`src/rtl/sort_set_ascending_core_defines.svh`:
```
// ----------------------------------------------------------------------------
// sort_set_ascending_core_defines.svh
// Assertion macros used by the sorter core.
// ----------------------------------------------------------------------------
`ifndef SORT_SET_ASCENDING_CORE_DEFINES_SVH
`define SORT_SET_ASCENDING_CORE_DEFINES_SVH

// Check that cons holds in the same cycle as ante.
`define SSA_ASSERT_SAME(lbl, clk, rst_n, ante, cons, msg) \
	lbl: assert property (@(posedge clk) disable iff (!rst_n) (ante) |-> (cons)) \
		else $error(msg);

// Check that cons holds in the cycle after ante.
`define SSA_ASSERT_NEXT(lbl, clk, rst_n, ante, cons, msg) \
	lbl: assert property (@(posedge clk) disable iff (!rst_n) (ante) |=> (cons)) \
		else $error(msg);

`endif

```
`src/rtl/ssa_pkg.sv`:
```
// ----------------------------------------------------------------------------
// ssa_pkg
// Types and constants of the ascending set sorter.
// ----------------------------------------------------------------------------
`default_nettype none

package ssa_pkg;

	// Width of one element of the set
	localparam int VALUE_W = 17;

	// Input beat: one element, last marks the end of the set
	typedef struct packed {
		logic [VALUE_W-1:0] value;
		logic               last;
	} in_item_t;

	// Output beat: one sorted element
	typedef struct packed {
		logic [VALUE_W-1:0] sorted_value;
		logic               end_of_set;
		logic               overflow;
	} out_item_t;

	// Per-cycle command broadcast to every cell
	typedef struct packed {
		logic insert;
		logic shift;
	} ctl_t;

endpackage

`default_nettype wire

```
`src/rtl/ssa_cell.sv`:
```
// ----------------------------------------------------------------------------
// ssa_cell
// One slot of the insertion chain: holds a value and its occupancy.
// ----------------------------------------------------------------------------
`default_nettype none

module ssa_cell (
	input  wire logic                         clk,
	input  wire logic                         arst_n,
	input  wire ssa_pkg::ctl_t                ctl,
	input  wire logic [ssa_pkg::VALUE_W-1:0]  new_value,
	input  wire logic [ssa_pkg::VALUE_W-1:0]  lo_value,
	input  wire logic                         lo_occ,
	input  wire logic                         lo_gt,
	input  wire logic [ssa_pkg::VALUE_W-1:0]  hi_value,
	input  wire logic                         hi_occ,
	output logic [ssa_pkg::VALUE_W-1:0]       value,
	output logic                              occ,
	output logic                              gt
);

	logic [ssa_pkg::VALUE_W-1:0] value_q;
	logic                        occ_q;
	logic [ssa_pkg::VALUE_W-1:0] ins_value;

	// Flag a held value above the incoming one; such cells move up
	assign gt = occ_q && (value_q > new_value);

	// Take the lower neighbor's value if it moves up, else the new value
	assign ins_value = lo_gt ? lo_value : new_value;

	// Occupancy: fill at the end of the chain, follow the upper neighbor on drain
	always_ff @(posedge clk or negedge arst_n) begin
		if (!arst_n) begin
			occ_q <= 1'b0;
		end else if (ctl.shift) begin
			occ_q <= hi_occ;
		end else if (ctl.insert && !occ_q && lo_occ) begin
			occ_q <= 1'b1;
		end
	end

	// Value: shift down on drain, open a gap and insert on a new element
	always_ff @(posedge clk) begin
		if (ctl.shift) begin
			value_q <= hi_value;
		end else if (ctl.insert) begin
			if (gt || (!occ_q && lo_occ)) begin
				value_q <= ins_value;
			end
		end
	end

	assign value = value_q;
	assign occ   = occ_q;

endmodule

`default_nettype wire

```
`config.mk`:
```
export PLATFORM = sky130hd
export DESIGN_NAME = ssa_cell
export DESIGN_NICKNAME = d
export VERILOG_FILES = /design/src/rtl/sort_set_ascending_core_defines.svh /design/src/rtl/ssa_pkg.sv /design/src/rtl/ssa_cell.sv
export SDC_FILE = /design/constraint.sdc
export NUM_CORES = 1
export LEC_CHECK = 0
export ABC_AREA = 1
export BUFFER_PORTS_ARGS = -buffer_cell sky130_fd_sc_hd__buf_2
export CAP_MARGIN = 30
export CORE_UTILIZATION = 45
export CTS_CLUSTER_DIAMETER = 40
export DETAILED_ROUTE_END_ITERATION = 12
export PLACE_DENSITY = 0.83
export RECOVER_POWER = 100
export SLEW_MARGIN = 20
export SYNTH_ARGS = -nofsm -noshare
export SYNTH_HDL_FRONTEND = slang
export SYNTH_SLANG_ARGS = --single-unit
```
`constraint.sdc`:
```
create_clock -name clk -period 4.5 [get_ports clk]
set_input_delay 0 -clock clk [delete_from_list [all_inputs] [get_ports clk]]
set_output_delay 0 -clock clk [all_outputs]
set_load 0.005 [all_outputs]
```
==> impl_metrics.yaml <==
status:
  status: "completed"
yosys:
  ys_types: 17
  synth-adder-area-share_pct: 14.7
  netlist_area_um2: 1450
  synth_top_family_by_area: "compound AO/OA/AOI/OAI gates"
  yosys_warnings: 0
  syn-num-nets: 250
  ys_seq_elements: 18
  synth_compound_area_share_pct: 19.4
  synth-xor-area-share_pct: 0
  synth_seq_area_share_pct: 37.0
  synthCells: 175
  synthMuxAreaShare_pct: 0
  synth_area_per_cell_um2: 8.27
  synthSimpleGateAreaFrac_pct: 19.3
final_layout:
  mostFrequentLayoutCells: "buf_2, nand2_1, inv_1"
  final_area_um2: 2030
  final_common_cell: "buf_2"
  post_route_cells_drive_above_1_share_pct: 29.7
  fillers: 273
  final_nets: 342
  diodes: 0
  syn2layout_area_growth_pct: 40.7
timing:
  min_period_over_period_pct: 49.6
  whs_ps: 34.8
  min_period_ps: 2230
  finalHoldViolations: 0
  max_freq_mhz: 448
  maxSlewHeadroom_pct: 13.5
  tns_ps: 0
  worst_pin_slew_ps: 1300
  maxSlewViolCount: 0
  setup_viol: 0
  rsz0062_at_grt: "false"
  skew_ps: 1.23
routing:
  vias: 1469
  wire_per_inst_um: 11.3
  drc: 0
  ant_nets: 0
  initialDrtViolationCount: 64
  vias_per_cell: 4.74
  drtPass1Iterations: 4
  wirelength_um: 3490
grt:
  grt_max_degree: 34
  first_global_vias: 1396
  grt_util_all_layers_pct: 21.6
  grt_util_met3_pct: 2.20
  busiest_layer: "met2"
  gr-usage-met1_pct: 24.7
  antenna_found_initial: 0
  overflow: 0
  grt_pass1_wl_um: 5660
  grt_use_met2_pct: 40.2
cts:
  cts_setup_buffers: 0
  clk_pin_slew_ps: 110
  h-tree-depth: 1
  cts_tree: "done"
  root_buffer: "clkbuf_4"
  clock_insertion_delay_worst_skew_ps: 300
  clock_path_buffers: 2
  cts_made_buffers: 3
  clkSinkCount: 18
setup_path:
  crit_type: "flip-flop to flip-flop"
  end_kind: "flip-flop"
  critPathMaxFanout: 17
  critPathArrivalTime_ps: 2170
  startpoint_type: "flip-flop"
  cp.required_ps: 4440
power:
  p_leak_nw: 1.02
  ir_worst_vdd_mv: 0.117
  power_density_nw_per_um2: 226
placement:
  placed_area_um2: 1850
  place.gp.congestion: 0.756
  dpl.hpwl_um: 2540
  numPortBuffers: 76
die:
  die-area_um2: 3450
  initial_core_util_pct: 47.4
  row_count: 20
  fp.dieW_um: 58.7
  ios: 77
  fp.dieH_um: 58.7
  core_um2: 3050
job:
  max-cap-violations: 0
worst_hold_path:
  worstHoldPathType: "input port to flip-flop"
==> repair_timing <==
action                                  CTS  global route
resized for setup                         0             0
endpoints found under the setup margin    0             0
hold buffers                             17             0
hold endpoints to repair                 16             0
==> synthesized netlist by cell type <==
library cell | number | share of area [%]
ha_1 | 17 | 15
inv_2 | 2 | 0.52
o211ai_1 | 14 | 7.3
nand2_1 | 41 | 11
dfrtp_1 | 1 | 1.7
a21oi_1 | 11 | 3.8
buf_2 | 6 | 2.1
nor2_4 | 2 | 1.6
a21o_1 | 2 | 1.0
o21a_1 | 14 | 7.3
nand3_1 | 3 | 1.0
nor2_2 | 2 | 0.86
nand2_2 | 5 | 2.2
inv_1 | 27 | 7.0
and2_1 | 1 | 0.43
edfxtp_1 | 17 | 35
nor2_1 | 10 | 2.6
==> cell families (layout without fill, tap and decap cells) <==
| family | after synthesis | count (layout) |
|---|---|---|
| buffers and inverters | 35 | 126 |
| AND/OR/NAND/NOR | 64 | 64 |
| AO/OA/AOI/OAI | 41 | 41 |
| flip-flops | 18 | 18 |
| adder cells (fa/ha/maj) | 17 | 17 |
==> sequential cells by signal, summed over array words and instances (netlist names) <==
name / count
value: 17
occ: 1
==> power breakdown <==
| group | total [W] | leakage [nW] | internal [W] | switching [W] |
|---|---|---|---|---|
| Combinational | 0.000156 | 0.827 | 0.0000762 | 0.0000800 |
| Clock | 0.0000885 | 0.0150 | 0.0000345 | 0.0000540 |
| Sequential | 0.000216 | 0.178 | 0.000206 | 0.00000959 |
| Total | 0.000460 | 1.02 | 0.000317 | 0.000144 |
==> critical path, cell delays in order (launching register included) <==
cell      delay [ps]
edfxtp_1         420
ha_1             330
nand2_2           70
nor2_4           130
nand3_1           80
nor2_1            90
nor2_1            50
nand2_1           60
nand3_1           60
nand2_1          570
==> final timing paths <==
path | slack, ps | end | cells past startpoint | start
max in group asynchronous | 3850 | occ | 3 | arst_n
setup / recovery | 2270 | value[13] | 9 | value[8]
hold reg to reg | 600 | occ | 2 | occ
setup reg to reg | 2270 | value[13] | 9 | value[8]
min in group asynchronous | 540 | occ | 3 | arst_n
hold / removal | 30 | value[15] | 3 | hi_value[15]
==> stage by stage <==
step	cells	setup WS, ps	total power (W)	utilization (%)
after floorplan	175	2530	0.000306	-
after global placement	289	2360	0.000362	60.7
after detailed placement	289	2280	0.000366	60.7
after CTS	310	2260	0.000463	67.1
after global routing	310	2100	0.000490	66.6
final	310	2270	0.000460	66.6
==> cell type report <==
cell class | count | area (µm²) | area share (%)
repair buffers | 93 | 537 | 26.4
multi-input cells | 122 | 772 | 37.9
inverters | 29 | 109 | 5.35
flip-flops and latches | 18 | 536 | 26.3
well taps | 44 | 55.1 | 2.71
clock buffers | 4 | 26.3 | 1.29
==> metal layers <==
layer  vias up  wire length, µm
met1       645             1520
li1        767                -
met2        53             1740
met4         0               38
met5         -                0
met3         4              183
(Power assumes the default switching activity.)
